**config.mk**
```make
export PLATFORM = sky130hd
export DESIGN_NAME = awbg_front
export DESIGN_NICKNAME = d
export VERILOG_FILES = /design/src/hdl/awbg_pkg.sv /design/src/hdl/awbg_front.sv
export SDC_FILE = /design/constraint.sdc
export NUM_CORES = 1
export LEC_CHECK = 0
export ABC_AREA = 1
export BUFFER_PORTS_ARGS = -buffer_cell sky130_fd_sc_hd__buf_2
export CELL_PAD_IN_SITES_DETAIL_PLACEMENT = 1
export CELL_PAD_IN_SITES_GLOBAL_PLACEMENT = 1
export CORE_MARGIN = 2
export CORE_UTILIZATION = 30
export CTS_BUF_LIST = sky130_fd_sc_hd__clkbuf_4
export DETAILED_ROUTE_END_ITERATION = 16
export GPL_ROUTABILITY_DRIVEN = 0
export HOLD_SLACK_MARGIN = 0.15
export PLACE_DENSITY = 0.83
export RECOVER_POWER = 25
export SLEW_MARGIN = 30
export SYNTH_ARGS = -nofsm -noshare
export SYNTH_HDL_FRONTEND = slang
export SYNTH_SLANG_ARGS = --single-unit
```
**constraint.sdc**
```tcl
create_clock -name clk_i -period 1.4 [get_ports clk_i]
set_input_delay 0.28 -clock clk_i [delete_from_list [all_inputs] [get_ports clk_i]]
set_output_delay 0.28 -clock clk_i [all_outputs]
set_load 0.02 [all_outputs]
```
**src/hdl/awbg_pkg.sv**
```systemverilog
// shared types, constants and the divider step for the white-balance gain block
package awbg_pkg;

  localparam int RatioW     = 16;
  localparam int GainW      = 16;
  localparam int GreenShift = 8;
  localparam int GreenQuotW = RatioW + GreenShift;
  localparam int GreenW     = 32;
  localparam int ProdW      = GreenW + RatioW;
  localparam int CfgIdxW    = 2;
  localparam int QueueDepth = 2;

  localparam logic [RatioW-1:0]  GoldenRgReset = 16'h02d0;
  localparam logic [RatioW-1:0]  GoldenBgReset = 16'h0287;
  localparam logic [GainW-1:0]   UnityGain     = 16'h0100;
  localparam logic [CfgIdxW-1:0] CfgGoldenRg   = 2'd0;
  localparam logic [CfgIdxW-1:0] CfgGoldenBg   = 2'd1;

  typedef struct packed {
    logic [RatioW-1:0] rg;
    logic [RatioW-1:0] bg;
    logic              err;
    logic              rg_lt;
    logic              bg_lt;
  } item_t;

  typedef struct packed {
    logic [RatioW-1:0] rg;
    logic [RatioW-1:0] bg;
  } golden_t;

  typedef struct packed {
    logic [RatioW-1:0] rem;
    logic              q;
  } div_step_t;

  // one restoring division step: shift in a bit, subtract the divisor if it fits
  function automatic div_step_t div_step(input logic [RatioW-1:0] rem,
                                         input logic nbit,
                                         input logic [RatioW-1:0] den);
    logic [RatioW:0] part;
    div_step_t       res;
    part = {rem, nbit};
    if (part >= {1'b0, den}) begin
      res.rem = RatioW'(part - {1'b0, den});
      res.q   = 1'b1;
    end else begin
      res.rem = part[RatioW-1:0];
      res.q   = 1'b0;
    end
    return res;
  endfunction

endpackage

```
**src/hdl/awbg_front.sv**
```systemverilog
// front end: golden ratio registers, item accept and case classification
module awbg_front (
  input  logic                                clk_i,
  input  logic                                rst_ni,
  input  logic                                start_i,
  input  logic                                full_i,
  input  logic [awbg_pkg::RatioW-1:0]         rg_ratio_i,
  input  logic [awbg_pkg::RatioW-1:0]         bg_ratio_i,
  input  logic                                cfg_valid_i,
  input  logic [awbg_pkg::CfgIdxW-1:0]        cfg_index_i,
  input  logic [awbg_pkg::RatioW-1:0]         cfg_data_i,
  output logic                                cfg_ready_o,
  output logic                                busy_o,
  output logic                                push_o,
  output awbg_pkg::item_t                     item_o,
  output awbg_pkg::golden_t                   golden_o
);

  awbg_pkg::golden_t golden_q;

  assign cfg_ready_o = 1'b1;

  always_ff @(posedge clk_i or negedge rst_ni) begin
    if (!rst_ni) begin
      golden_q.rg <= awbg_pkg::GoldenRgReset;
      golden_q.bg <= awbg_pkg::GoldenBgReset;
    end else if (cfg_valid_i) begin
      if (cfg_index_i == awbg_pkg::CfgGoldenRg) begin
        golden_q.rg <= cfg_data_i;
      end else if (cfg_index_i == awbg_pkg::CfgGoldenBg) begin
        golden_q.bg <= cfg_data_i;
      end
    end
  end

  assign busy_o   = full_i;
  assign push_o   = start_i & ~full_i;
  assign golden_o = golden_q;

  always_comb begin
    item_o.rg    = rg_ratio_i;
    item_o.bg    = bg_ratio_i;
    item_o.err   = (rg_ratio_i == '0) | (bg_ratio_i == '0);
    item_o.rg_lt = rg_ratio_i < golden_q.rg;
    item_o.bg_lt = bg_ratio_i < golden_q.bg;
  end

endmodule

```
==> flow_summary.yaml <==
outcome:
  status: "finished, violations left"
  violations: "setup timing"
die:
  die_h_um: 94.0
  num_rows: 32
  start_util_pct: 31.3
  core_mm2: 0.00777
  die_x_um: 94.0
  num_io_pins: 125
  die_area_mm2: 0.00884
flow_run:
  max-cap-violations: 0
detailed_routing:
  vias_per_cell: 4.44
  drt_iter0_drc: 17
  wl_um: 8080
  first_pass_iters: 3
  drc_errors: 0
  drtAntennaViolNets: 0
  vias: 2467
  wl_per_cell_um: 14.5
logic_synthesis:
  synth_area_leaders: "dfrtp_1 24%, ha_1 15%, buf_4 11%, nand2_1 10%, dfstp_2 9.7%"
  yosysMostFrequentCell: "nand2_1"
  yosysSeqAreaShare_pct: 33.4
  synth-edff-count: 0
  ys.flop_type: "dfrtp_1"
  synth.distinct_cells: 20
  synth_common_cells: "65 x nand2_1, 57 x inv_1, 35 x buf_4"
  netlist_area_mm2: 0.00243
  synth_top_area_cell: "dfrtp_1"
  ys_async_sr_fraction_pct: 100
  synth_xor_area_share_pct: 0
  yosysTopAreaCellShare_pct: 23.7
  syn-instance-count: 301
  avgSynthCellArea_um2: 8.07
  postSynthNetCount: 386
  synth_mux_area_share_pct: 0
  synth-simple-area-share_pct: 17.1
  ys_ff_latch: 32
  synth_top_family_by_area: "buffers and inverters"
  synth_compound_area_share_pct: 11.9
  yosysWarnings: 0
  synthAdderAreaFrac_pct: 15.4
final_layout:
  area_delta_synth_final_pct: 56.1
  diodes: 0
  multiInputGateArea_mm2: 0.00131
  stdcell_area_mm2: 0.00379
  fin_cells: 556
  drive_above_1_share_pct: 55.5
  fillers: 968
  largest_register_ffs: 32
  register_area_um2: 812
  nets: 538
grt:
  antenna_found_initial: 0
  grt_pass1_vias: 2762
  grt_max_degree: 33
  grt_pass1_wl_um: 12700
  overflow: 0
  grt_use_total_pct: 18.4
placed_design:
  dp_hpwl_um: 6620
  place_area_mm2: 0.00334
  dp.cells: 543
  portBuffers: 123
setup_path:
  required_ps: 1120
  r2r_start: "golden_o[9]"
  cp.arrival_ps: 1810
  rrSetupSlack_ps: 440
  r2r_cells: 4
  critPathLaunchType: "flip-flop"
  critPathKind: "flip-flop to primary output"
  cp_max_fo: 2
  end_kind: "primary output"
  timing.rr.end: "golden_o[9]"
timing:
  final.period_utilization_pct: 149
  fmax_ghz: 0.479
  setup_ws_ps: -686
  max_slew.worst_pin.slew_ps: 974
  drv_slew: 0
  finClkSkew_ps: 0
  setup_viol: 3
  hold_viol_final: 0
  grt_setup_unrepaired: "true"
  fin_crit_ps: 2090
  slew_headroom_pct: 35.1
pwr:
  power.internal_mw: 2.27
  power_switching_share_pct: 39.0
  power_mw: 3.73
  power.leakage_nw: 2.07
  pwr-share-clk_pct: 15.4
  switching_power_mw: 1.45
  vdd_drop_max_mv: 0.503
  pwr-share-seq_pct: 32.2
  power_density_mw_per_mm2: 983
  power_frac_comb_pct: 52.4
hold_path:
  hold_depth: 3
  hold_class: "primary input to flip-flop"
  min_from: "cfg_data_i[9]"
  holdPathEnd: "golden_o[25]"
cts:
  cts_max_level: 2
  clk_latency_ps: 320
  cts_buffers: 5
  cts_tree: "yes"
  root_buffer: "clkbuf_4"
  clk_path_buf_depth: 2
  clkTransAtPathRegs_ps: 100
  cts_sinks: 32
-- layer usage --
layer  up-vias  part of all wire, %  wire [um]  track usage (%)
li1       1220                    -          -                -
met1      1157                   37       2970             19.3
met2        80                   57       4600             37.1
met3        10                  4.4        354             3.21
met4         0                  1.9        152             5.07
met5         -                    0          0                0
-- kinds of logic (layout without fill, tap and decap cells) --
family                     after synthesis  count (layout)
AOI/OAI and AO/OA                       46              46
adders and majority gates               30              30
buffers and inverters                   97             250
DFF                                     32              32
other                                    1               1
and+or+nand+nor                         95              95
-- cell type report --
class / instances / area share [%]
Tap cell: 102 / 3.37
Timing Repair Buffer: 185 / 33.5
Clock buffer: 8 / 1.58
Inverter: 57 / 5.64
Sequential cell: 32 / 21.4
Multi-Input combinational cell: 172 / 34.5
-- placed cells by master, fill, tap and decap left out --
| cell type | count |
|---|---|
| clkbuf_1 | 3 |
| nor4_1 | 3 |
| o21ai_2 | 13 |
| buf_12 | 1 |
| buf_4 | 45 |
| o21ai_1 | 10 |
| ha_2 | 1 |
| buf_2 | 101 |
| buf_6 | 31 |
| nand2_1 | 60 |
| nor3_2 | 3 |
| nor3_4 | 1 |
| nand3_2 | 2 |
| nand4_1 | 4 |
| clkbuf_4 | 8 |
| ha_4 | 8 |
| ha_1 | 21 |
| a21oi_4 | 2 |
| nor4_4 | 3 |
| buf_8 | 2 |
| nand2_2 | 6 |
| nor4_2 | 2 |
| a21oi_1 | 7 |
| inv_1 | 50 |
| dfrtp_1 | 23 |
| dfstp_2 | 9 |
| clkbuf_2 | 1 |
| nand3b_2 | 1 |
| a21oi_2 | 3 |
| conb_1 | 1 |
| inv_2 | 7 |
| nor2_2 | 2 |
| dlygate4sd3_1 | 1 |
| o21ai_0 | 11 |
| nor2_1 | 8 |
-- worst max path at each step --
| stage | from | end | slack, ps | depth (start not counted) |
|---|---|---|---|---|
| 2_1_floorplan | golden_o[22] | item_o[1] | -320 | 7 |
| 3_3_place_gp | golden_o[9] | item_o[0] | -380 | 8 |
| 3_5_place_dp | golden_o[25] | item_o[1] | -460 | 8 |
| 4_1_cts | golden_o[22] | item_o[1] | -710 | 8 |
| 5_1_grt | golden_o[23] | item_o[1] | -780 | 9 |
| 6_report | golden_o[23] | item_o[1] | -690 | 9 |
-- worst max-delay path, stage by stage (launching register included) --
cell and delay [ps]:
dfstp_2 560, inv_2 50, ha_4 260, nand2_2 50, buf_4 130, nor2_2 100
nand2_1 80, nand2_2 80, a21oi_4 50, buf_6 120
-- power by group through the flow --
stage	Clock [mW]	Combinational (mW)	Sequential (mW)
2_1_floorplan	0	0.747	1.41
3_3_place_gp	0	1.60	1.20
3_5_place_dp	0	1.69	1.21
4_1_cts	0.607	1.90	1.20
5_1_grt	0.648	2.15	1.22
6_report	0.573	1.95	1.20
-- per-stage QoR --
step	setup TNS (ps)	utilization (%)	hold slack (ps)	setup slack, ps
finish	-1450	48.8	202	-686
global route	-2010	48.8	198	-783
CTS	-1480	47.6	190	-712
detailed placement	-1120	43.0	233	-458
global placement	-1000	43.0	236	-384
floorplan	-625	-	-15.6	-315
-- what timing repair did --
action / CTS / global route
setup buffers: 1 / 4
pin swaps: 24 / 10
setup endpoints to repair: 12 / 12
gates resized for setup: 67 / 24
endpoints found under the hold margin: 8 / 0
hold buffers: 1 / 0
Note: power is estimated with default switching activity, not from simulation.
