==> src/hdl/awbg_pkg.sv <==
// shared types, constants and the divider step for the white-balance gain block
package awbg_pkg;

  localparam int RatioW     = 16;
  localparam int GainW      = 16;
  localparam int GreenShift = 8;
  localparam int GreenQuotW = RatioW + GreenShift;
  localparam int GreenW     = 32;
  localparam int ProdW      = GreenW + RatioW;
  localparam int CfgIdxW    = 2;
  localparam int QueueDepth = 2;

  localparam logic [RatioW-1:0]  GoldenRgReset = 16'h02d0;
  localparam logic [RatioW-1:0]  GoldenBgReset = 16'h0287;
  localparam logic [GainW-1:0]   UnityGain     = 16'h0100;
  localparam logic [CfgIdxW-1:0] CfgGoldenRg   = 2'd0;
  localparam logic [CfgIdxW-1:0] CfgGoldenBg   = 2'd1;

  typedef struct packed {
    logic [RatioW-1:0] rg;
    logic [RatioW-1:0] bg;
    logic              err;
    logic              rg_lt;
    logic              bg_lt;
  } item_t;

  typedef struct packed {
    logic [RatioW-1:0] rg;
    logic [RatioW-1:0] bg;
  } golden_t;

  typedef struct packed {
    logic [RatioW-1:0] rem;
    logic              q;
  } div_step_t;

  // one restoring division step: shift in a bit, subtract the divisor if it fits
  function automatic div_step_t div_step(input logic [RatioW-1:0] rem,
                                         input logic nbit,
                                         input logic [RatioW-1:0] den);
    logic [RatioW:0] part;
    div_step_t       res;
    part = {rem, nbit};
    if (part >= {1'b0, den}) begin
      res.rem = RatioW'(part - {1'b0, den});
      res.q   = 1'b1;
    end else begin
      res.rem = part[RatioW-1:0];
      res.q   = 1'b0;
    end
    return res;
  endfunction

endpackage

==> src/hdl/awbg_queue.sv <==
// short queue of classified words between front and back
module awbg_queue (
  input  logic            clk_i,
  input  logic            rst_ni,
  input  logic            push_i,
  input  awbg_pkg::item_t item_i,
  input  logic            pop_i,
  output logic            full_o,
  output logic            empty_o,
  output awbg_pkg::item_t head_o
);

  localparam int PtrW = (awbg_pkg::QueueDepth > 1) ? $clog2(awbg_pkg::QueueDepth) : 1;
  localparam int CntW = $clog2(awbg_pkg::QueueDepth + 1);
  localparam logic [PtrW-1:0] LastPtr = PtrW'(awbg_pkg::QueueDepth - 1);
  localparam logic [CntW-1:0] FullCnt = CntW'(awbg_pkg::QueueDepth);

  awbg_pkg::item_t mem_q [awbg_pkg::QueueDepth];
  logic [PtrW-1:0] wr_ptr_q, wr_ptr_d;
  logic [PtrW-1:0] rd_ptr_q, rd_ptr_d;
  logic [CntW-1:0] count_q, count_d;

  assign full_o  = (count_q == FullCnt);
  assign empty_o = (count_q == '0);
  assign head_o  = mem_q[rd_ptr_q];

  always_comb begin
    wr_ptr_d = wr_ptr_q;
    rd_ptr_d = rd_ptr_q;
    count_d  = count_q;
    if (push_i) begin
      wr_ptr_d = (wr_ptr_q == LastPtr) ? '0 : PtrW'(wr_ptr_q + 1'b1);
    end
    if (pop_i) begin
      rd_ptr_d = (rd_ptr_q == LastPtr) ? '0 : PtrW'(rd_ptr_q + 1'b1);
    end
    if (push_i && !pop_i) begin
      count_d = CntW'(count_q + 1'b1);
    end else if (pop_i && !push_i) begin
      count_d = CntW'(count_q - 1'b1);
    end
  end

  always_ff @(posedge clk_i or negedge rst_ni) begin
    if (!rst_ni) begin
      wr_ptr_q <= '0;
      rd_ptr_q <= '0;
      count_q  <= '0;
    end else begin
      wr_ptr_q <= wr_ptr_d;
      rd_ptr_q <= rd_ptr_d;
      count_q  <= count_d;
    end
  end

  always_ff @(posedge clk_i) begin
    if (push_i) begin
      mem_q[wr_ptr_q] <= item_i;
    end
  end

  a_no_overflow: assert property (@(posedge clk_i) disable iff (!rst_ni)
    push_i && !pop_i |-> !full_o)
    else $error("queue written while full");

  a_no_underflow: assert property (@(posedge clk_i) disable iff (!rst_ni)
    pop_i |-> !empty_o)
    else $error("queue read while empty");

  a_count_range: assert property (@(posedge clk_i) disable iff (!rst_ni)
    count_q <= FullCnt)
    else $error("queue count out of range");

endmodule

==> config.mk <==
export PLATFORM = sky130hd
export DESIGN_NAME = awbg_queue
export DESIGN_NICKNAME = d
export VERILOG_FILES = /design/src/hdl/awbg_pkg.sv /design/src/hdl/awbg_queue.sv
export SDC_FILE = /design/constraint.sdc
export NUM_CORES = 1
export LEC_CHECK = 0
export BUFFER_PORTS_ARGS = -buffer_cell sky130_fd_sc_hd__buf_4
export CAP_MARGIN = 30
export CORE_ASPECT_RATIO = 0.9
export CORE_MARGIN = 5
export CORE_UTILIZATION = 30
export CTS_BUF_LIST = sky130_fd_sc_hd__clkbuf_4 sky130_fd_sc_hd__clkbuf_8
export CTS_CLUSTER_SIZE = 24
export DETAILED_ROUTE_END_ITERATION = 7
export PLACE_DENSITY_LB_ADDON = 0.12
export SLEW_MARGIN = 10
export SYNTH_ARGS = -nofsm -noshare
export SYNTH_HDL_FRONTEND = slang
export SYNTH_SLANG_ARGS = --single-unit
==> constraint.sdc <==
create_clock -name clk_i -period 3.25 [get_ports clk_i]
set_clock_uncertainty 0.2 [all_clocks]
set_input_delay 0 -clock clk_i [delete_from_list [all_inputs] [get_ports clk_i]]
set_output_delay 0 -clock clk_i [all_outputs]
set_load 0.02 [all_outputs]
==> metrics, run 1 <==
crit path DAT 1.73 ns; Synth Register Bits 74; core area 9210 um^2; Tcrit/Tclk final 59.5%; clk buf depth 2; starting DRC count in detailed routing 32; vias in the first global route 1705; largest stage delay on the critical path 0.60 ns; Slew headroom 42.6%; largest net degree at the start of global routing 36; pwr/cell area 797 nW/um^2; worst r2r src wr_ptr_q; Worst Path Max Fanout 26; minimum clock period 1.93 ns; Final #Nets 288; Die H 103 um; Post-CTS Setup Bufs 0; layout cells sized above 1 51.8%; first-pass GRT wire length 8380 um; die area 11600 um^2; R2R Setup Slk 1.49 ns; critical path startpoint rd_ptr_q; initial antenna violation count 0; CP cell instances buf_12 -> mux2_2 -> buf_4; Worst-path clk slew 0.08 ns; Setup crit start kind register; Worst R2R End mem_q[1][29]; Worst Max-Slew Pin Slew 0.860 ns; Netlist cell types 13; GPL Wtd Cong 0.729; CP max-delay cell dfrtp_2; endpoints failing hold 0; MaxCap Viol Count 0; mux share of post-synthesis cell area 17.6%; Power, Total 3.31 mW; Synth Instances 125; Avg Cell Area, Syn 22.9 um^2; RSZ-0062 raised after global routing no; TritonCTS clock tree yes; vias 1530; Setup TNS 0 ns; I/O Pins 76; DRT antenna net count 0; Tot GR Track Use 9.74%; largest family of logic cells by synthesized area multiplexers; number of diodes 0; Port Buffers 75; Clock Sinks 74; max-slew violation count 0; Leakage 1.66 nW; Final Setup Violations 0; Yosys warnings 0; Max Fclk 517 MHz; Peak VDD IR 0.000643 V; die width 113 um; later-pin clock latency in the skew report 0.33 ns; Post-Syn Area 2860 um^2; Worst EP required 3.05 ns; wire per inst 14.5 um; Reg2Reg Depth 1; post-route DRC violation count 0; fraction of the mapped netlist area in simple logic gates 0.918%; Rows 33; Compound-Gate Fraction of Synth Area 0%; run status complete, no violations; Post-Synth Adder-Cell Area 0.437%; type of the tightest min-delay check in2reg; Detailed Routing Iterations Pass 1 4; CTS root buf clkbuf_8; TritonCTS Buffers 9; Seq/Total Area, Yosys 76.9%; final wirelength 5450 um; # H-tree levels 3; Critical Path End Type primary output; area share of xor/xnor cells in the synthesized design 1.53%; vias per cell 4.08; synthesized net count 165; Initial Util 31.1%; gr ovfl total 0; critical path endpoint head_o[19]; Layout area overhead 44.9%; kind of critical path reg2out
[critical path: cells and delay by family (launching register included)]
| kind | cells | cell delay, ns |
|---|---|---|
| DFF | 1 | 0.60 |
| buffers and inverters | 2 | 0.43 |
| muxes | 1 | 0.37 |
[layer usage]
metal / GRT usage, % / vias up / part of all wire [%]
li1: - / 729 / -
met2: 18.2 / 50 / 53
met1: 9.85 / 739 / 38
met5: 0 / - / 0
met3: 2.99 / 12 / 6.3
met4: 5.08 / 0 / 2.1
[state kept, by name, summed over array words and instances, names as in the netlist]
register / cells
rd_ptr_q: 1
wr_ptr_q: 1
count_q: 2
mem_q: 70
[power by group]
part | internal (mW) | switching [mW]
combinational | 0.654 | 0.607
sequential | 1.27 | 0.0989
clock | 0.353 | 0.323
[worst min-delay path by stage]
stage | slack [ns] | from | end | cells past startpoint
detailed placement | -0.40 | rst_ni | wr_ptr_q | 1
global placement | -0.40 | rst_ni | count_q[1] | 1
global route | 0.17 | item_i[24] | mem_q[0][24] | 2
floorplan | -0.50 | rst_ni | count_q[0] | 0
finish | 0.19 | item_i[24] | mem_q[0][24] | 2
CTS | 0.17 | item_i[5] | mem_q[0][5] | 2
[cell families after synthesis]
kind of cell | Yosys count
XOR/XNOR | 5
adder cells (fa/ha/maj) | 1
buffers and inverters | 5
flip-flops | 74
multiplexers | 35
AND/OR/NAND/NOR | 5
[per-stage QoR]
| stage | area (um^2) | worst slack, ns | std cells | hold WS [ns] | util (%) |
|---|---|---|---|---|---|
| after floorplan | 2860 | 0.645 | 125 | -0.496 | - |
| after global routing | 4150 | 1.22 | 375 | 0.173 | 45.1 |
| after detailed placement | 3560 | 1.44 | 320 | -0.400 | 38.7 |
| after CTS | 4150 | 1.27 | 375 | 0.168 | 45.1 |
| after global placement | 3520 | 1.38 | 318 | -0.403 | 38.2 |
| final | 4150 | 1.32 | 375 | 0.195 | 45.1 |
[placed cells by master (no fill, tap or decap)]
cell           count
mux2_2             6
clkinvlp_4         1
mux2_4            29
clkinv_2           3
buf_4             75
dfrtp_1            3
clkbuf_8           9
dfrtp_2            1
bufinv_16          1
ha_1               1
buf_12             1
xnor2_1            1
nor2_1             2
and2_2             1
dlygate4sd3_1     39
inv_1              1
nor2b_4            1
edfxtp_1          70
clkinv_4           2
nor2b_1            1
xor2_1             4
buf_16             1
[layout make-up]
class	instances	area [um^2]
clock buffers	9	124
clock inverters	7	70.1
fillers	812	5060
inverters	1	3.75
multi-input cells	46	594
flip-flops and latches	74	2200
well taps	122	153
repair buffers	116	1000
[synthesized netlist by cell type]
library cell / number / share of area [%]
xnor2_1: 1 / 0.31
ha_1: 1 / 0.44
nor2_1: 2 / 0.26
nor2b_1: 2 / 0.44
buf_12: 3 / 2.1
and2_1: 1 / 0.22
mux2_4: 29 / 15
mux2_2: 6 / 2.4
buf_6: 1 / 0.39
dfrtp_1: 4 / 3.5
xor2_1: 4 / 1.2
inv_1: 1 / 0.13
edfxtp_1: 70 / 73
[repair_timing]
item / in CTS / in global routing
hold buffers: 39 / 0
resized for setup: 0 / 0
endpoints found under the hold margin: 92 / 0
No activity file was read; power rests on OpenSTA's default activity.
==> inputs of run 2 (changes only) <==
==> constraint.sdc (replaced) <==
create_clock -name clk_i -period 1.55 [get_ports clk_i]
set_clock_uncertainty 0.2 [all_clocks]
set_input_delay 0 -clock clk_i [delete_from_list [all_inputs] [get_ports clk_i]]
set_output_delay 0 -clock clk_i [all_outputs]
set_load 0.02 [all_outputs]
==> metrics, run 2 (same netlist as run 1, synthesis figures left out) <==
run status finished with violations; failing checks negative setup slack; gr ovfl total 0; Peak VDD IR 0.000654 V; Tot GR Track Use 10.1%; Setup crit start kind register; minimum clock period 1.64 ns; crit path DAT 1.44 ns; GR Util met3 3.35%; Worst-path clk slew 0.08 ns; type of the tightest min-delay check in2reg; MaxCap Viol Count 0; later-pin clock latency in the skew report 0.32 ns; Clock Sinks 74; wire per inst 14.9 um; Worst Max-Slew Pin Slew 0.229 ns; most frequent cells in the layout edfxtp_1 (70), buf_4 (44), dlygate4sd3_1 (39); vias in the first global route 1732; RSZ-0062 raised after global routing yes; first-pass GRT wire length 8680 um; Slew headroom 84.7%; number of diodes 0; starting DRC count in detailed routing 23; Final #Nets 294; vias 1578; GPL Wtd Cong 0.703; die width 113 um; Leakage 1.76 nW; busiest layer in global routing met2; initial antenna violation count 0; HPWL after detailed placement 3880 um; met2 Use GR 17.9%; largest net degree at the start of global routing 23; clk buf depth 2; CTS root buf clkbuf_8; Critical Path End Type primary output; endpoints failing hold 0; filler instances 776; DRT antenna net count 0; pwr/cell area 1710 nW/um^2; Final Setup Violations 35; M1 GR Usage 10.8%; kind of critical path reg2out; post-route DRC violation count 0; # H-tree levels 3; Tcrit/Tclk final 106%; TritonCTS clock tree yes; Largest register FFs 70; top flop regs mem_q: 70 flops, count_q: 2 flops; Detailed Routing Iterations Pass 1 3; Port Buffers 75; max-slew violation count 0; hold_ws 0.186 ns; Worst Path Max Fanout 13; Rows 33; core area 9210 um^2; PnR worst setup slack -0.0853 ns; Max Fclk 612 MHz; commonest non-fill, non-tap cell in the layout edfxtp_1; worst r2r src wr_ptr_q; die area 11600 um^2; I/O Pins 76; final wirelength 5670 um; Initial Util 31.1%; layout cells sized above 1 52.1%; Power, Total 7.45 mW; Worst EP required 1.35 ns; Top reg by flops mem_q; R2R Setup Slk 0.20 ns; Die H 103 um; TritonCTS Buffers 9; HP Start item_i[4]; vias per cell 4.14; critical path startpoint rd_ptr_q; Layout area overhead 52.5%
## run 2: changes by cell type in the layout (fill, tap and decap cells not counted), sizes merged
cell | previous run | this run
buf | 77 | 83
## run 2: report_power, final
group / total [mW] / switching [mW] / internal, mW / leakage (nW)
clock: 1.37 / 0.649 / 0.724 / 0.0939
combinational: 3.25 / 1.46 / 1.79 / 0.959
sequential: 2.83 / 0.169 / 2.66 / 0.703
total: 7.45 / 2.28 / 5.18 / 1.76
## run 2: metal layers
metal,vias to the layer above,share of wire [%]
met5,-,0
met4,0,2.6
met3,12,7.0
met2,56,52
met1,769,38
li1,741,-
## run 2: path summary, 6_finish.rpt
path | to | cells past startpoint
setup reg to reg | mem_q[1][34] | 2
setup / recovery | head_o[6] | 3
max in group asynchronous | rd_ptr_q | 3
min in group asynchronous | count_q[0] | 3
hold reg to reg | count_q[1] | 1
hold / removal | mem_q[0][4] | 2
## run 2: layout make-up
| type | count | area, um^2 | share of cell area (%) |
|---|---|---|---|
| Timing Repair Buffer | 122 | 1210 | 27.8 |
| Sequential cell | 74 | 2200 | 50.5 |
| Inverter | 1 | 3.75 | 0.0860 |
| Clock buffer | 9 | 124 | 2.84 |
| Multi-Input combinational cell | 46 | 609 | 14.0 |
| Clock inverter | 7 | 60.1 | 1.38 |
| Tap cell | 122 | 153 | 3.50 |
## run 2: stage by stage
| step | cells | cell area (um^2) | TNS, ns | worst slack (ns) | utilization [%] |
|---|---|---|---|---|---|
| global route | 381 | 4370 | -4.71 | -0.155 | 47.4 |
| CTS | 381 | 4360 | -3.78 | -0.124 | 47.3 |
| global placement | 325 | 3640 | 0 | 0.234 | 39.6 |
| finish | 381 | 4370 | -2.45 | -0.0853 | 47.4 |
| detailed placement | 325 | 3640 | 0 | 0.201 | 39.6 |
| floorplan | 125 | 2870 | -0.566 | -0.0162 | - |
## run 2: critical path, stage by stage (launching register included)
cell     delay (ns)
dfrtp_2        0.46
buf_12         0.19
mux2_4         0.32
buf_6          0.13
## run 2: timing repair
item	in CTS	in global routing
pin swaps	0	0
hold buffers	39	0
buffers inserted	1	0
resized for setup	35	2
hold endpoints to repair	78	0
setup endpoints to repair	35	35
==> inputs of run 3 (changes only) <==
--- a/config.mk
+++ b/config.mk
@@ -5,6 +5,7 @@
 export SDC_FILE = /design/constraint.sdc
 export NUM_CORES = 1
 export LEC_CHECK = 0
+export ABC_CLOCK_PERIOD_IN_PS = 1900
 export BUFFER_PORTS_ARGS = -buffer_cell sky130_fd_sc_hd__buf_4
 export CAP_MARGIN = 30
 export CORE_ASPECT_RATIO = 0.9
==> constraint.sdc (replaced) <==
create_clock -name clk_i -period 1.9 [get_ports clk_i]
set_clock_uncertainty 0.2 [all_clocks]
set_input_delay 0 -clock clk_i [delete_from_list [all_inputs] [get_ports clk_i]]
set_output_delay 0 -clock clk_i [all_outputs]
set_load 0.02 [all_outputs]
==> metrics, run 3 (same netlist as run 1, synthesis figures left out) <==
area of placed instances 3590 um^2; filler instances 819; hold_ws 0.185 ns; CP cell instances buf_12 -> mux2_2 -> buf_4; final wirelength 5620 um; later-pin clock latency in the skew report 0.33 ns; GPL Wtd Cong 0.685; vias per cell 4.09; Setup crit start kind register; DRT antenna net count 0; Peak VDD IR 0.000685 V; R2R Setup Slk 0.57 ns; largest stage delay on the critical path 0.52 ns; Tcrit/Tclk final 95.5%; post-route DRC violation count 0; Final Setup Violations 0; top flop regs mem_q: 70 flops, count_q: 2 flops; Clock Sinks 74; hold depth 3; Setup TNS 0 ns; largest net degree at the start of global routing 23; die width 113 um; Worst-path clk slew 0.07 ns; Die H 103 um; Detailed Routing Iterations Pass 1 4; Reg2Reg Depth 2; Leakage 1.71 nW; minimum clock period 1.82 ns; Initial Util 31.1%; max-slew violation count 0; Largest register FFs 70; run status complete, no violations; Worst Path Max Fanout 22; clk buf depth 2; Port Buffers 75; gr ovfl total 0; type of the tightest min-delay check in2reg; Crit. path cell count 3; Tot GR Track Use 10.2%; hold endpoint rd_ptr_q; Rows 33; CP top delay family flip-flops; RSZ-0062 raised after global routing no; CP max-delay cell dfrtp_2; Top reg by flops mem_q; Layout area overhead 47.9%; most frequent cells in the layout buf_4 (82), edfxtp_1 (70), dlygate4sd3_1 (39); die area 11600 um^2; layout cells sized above 1 52.7%; wire per inst 14.8 um; final core utilization 46.0%; starting DRC count in detailed routing 34; first-pass GRT wire length 8890 um; pwr/cell area 1430 nW/um^2; Worst EP required 1.70 ns; TritonCTS Buffers 9; Worst Max-Slew Pin Slew 0.266 ns; design area 4230 um^2; # H-tree levels 3; HPWL after detailed placement 4020 um; worst r2r src wr_ptr_q; initial antenna violation count 0; vias in the first global route 1786; vias 1554; number of diodes 0; Final #Nets 294; kind of critical path reg2out; Power, Total 6.07 mW; TritonCTS clock tree yes; Slew headroom 82.3%; I/O Pins 76; Max Fclk 551 MHz; MaxCap Viol Count 0; Worst R2R End mem_q[1][25]; CTS root buf clkbuf_8; CP Buf/Inv Count 2; HP Start pop_i; crit path DAT 1.62 ns; Critical Path End Type primary output; endpoints failing hold 0; commonest non-fill, non-tap cell in the layout buf_4; core area 9210 um^2
run 3: cell count changes in the layout (fill, tap and decap cells not counted), moves of 3 or more:
cell and change:
buf_6 -33, mux2_2 +4, buf_12 -5, buf_4 +38, mux2_4 -4, bufinv_16 +3
run 3: layout make-up:
cell class / instances / area (um^2) / share of cell area, %
clock buffer: 9 / 124 / 2.93
tap: 122 / 153 / 3.61
clock inverter: 6 / 130 / 3.07
sequential: 74 / 2200 / 52.0
timing repair buffer: 122 / 1030 / 24.2
inverter: 1 / 3.75 / 0.0887
multi-input combinational: 46 / 594 / 14.0
run 3: through the flow:
step | setup WS, ns | std cells
after global placement | 0.431 | 326
after CTS | 0.0444 | 380
after detailed placement | 0.424 | 326
after floorplan | 0.0170 | 125
final | 0.0848 | 380
after global routing | 0.00327 | 380
run 3: routing by layer:
layer,vias up,track usage (%),wire length [um]
li1,741,-,-
met1,758,11.2,2220
met2,51,17.7,2890
met3,4,4.81,477
met4,0,3.33,31
met5,-,0,0
run 3: worst register-to-register path, stage by stage (launching register included):
cell	delay, ns
dfrtp_1	0.41
and2_2	0.19
buf_4	0.22
run 3: how the worst max path moves through the flow:
| stage | startpoint | endpoint | slack (ns) |
|---|---|---|---|
| global route | rd_ptr_q | head_o[21] | 0.003 |
| global placement | rd_ptr_q | head_o[19] | 0.43 |
| detailed placement | rd_ptr_q | head_o[20] | 0.42 |
| CTS | rd_ptr_q | head_o[20] | 0.04 |
| finish | rd_ptr_q | head_o[14] | 0.08 |
| floorplan | wr_ptr_q | mem_q[1][0] | 0.02 |
run 3: power by group:
part	switching (mW)	internal [mW]	total [mW]
logic	1.07	1.15	2.21
clock network	0.541	0.993	1.53
registers	0.150	2.17	2.32
total	1.76	4.31	6.07
run 3: what timing repair did:
action,CTS,global route
endpoints found under the hold margin,78,0
buffers inserted,0,0
gates resized for setup,0,0
hold buffers,39,0
setup endpoints to repair,0,0
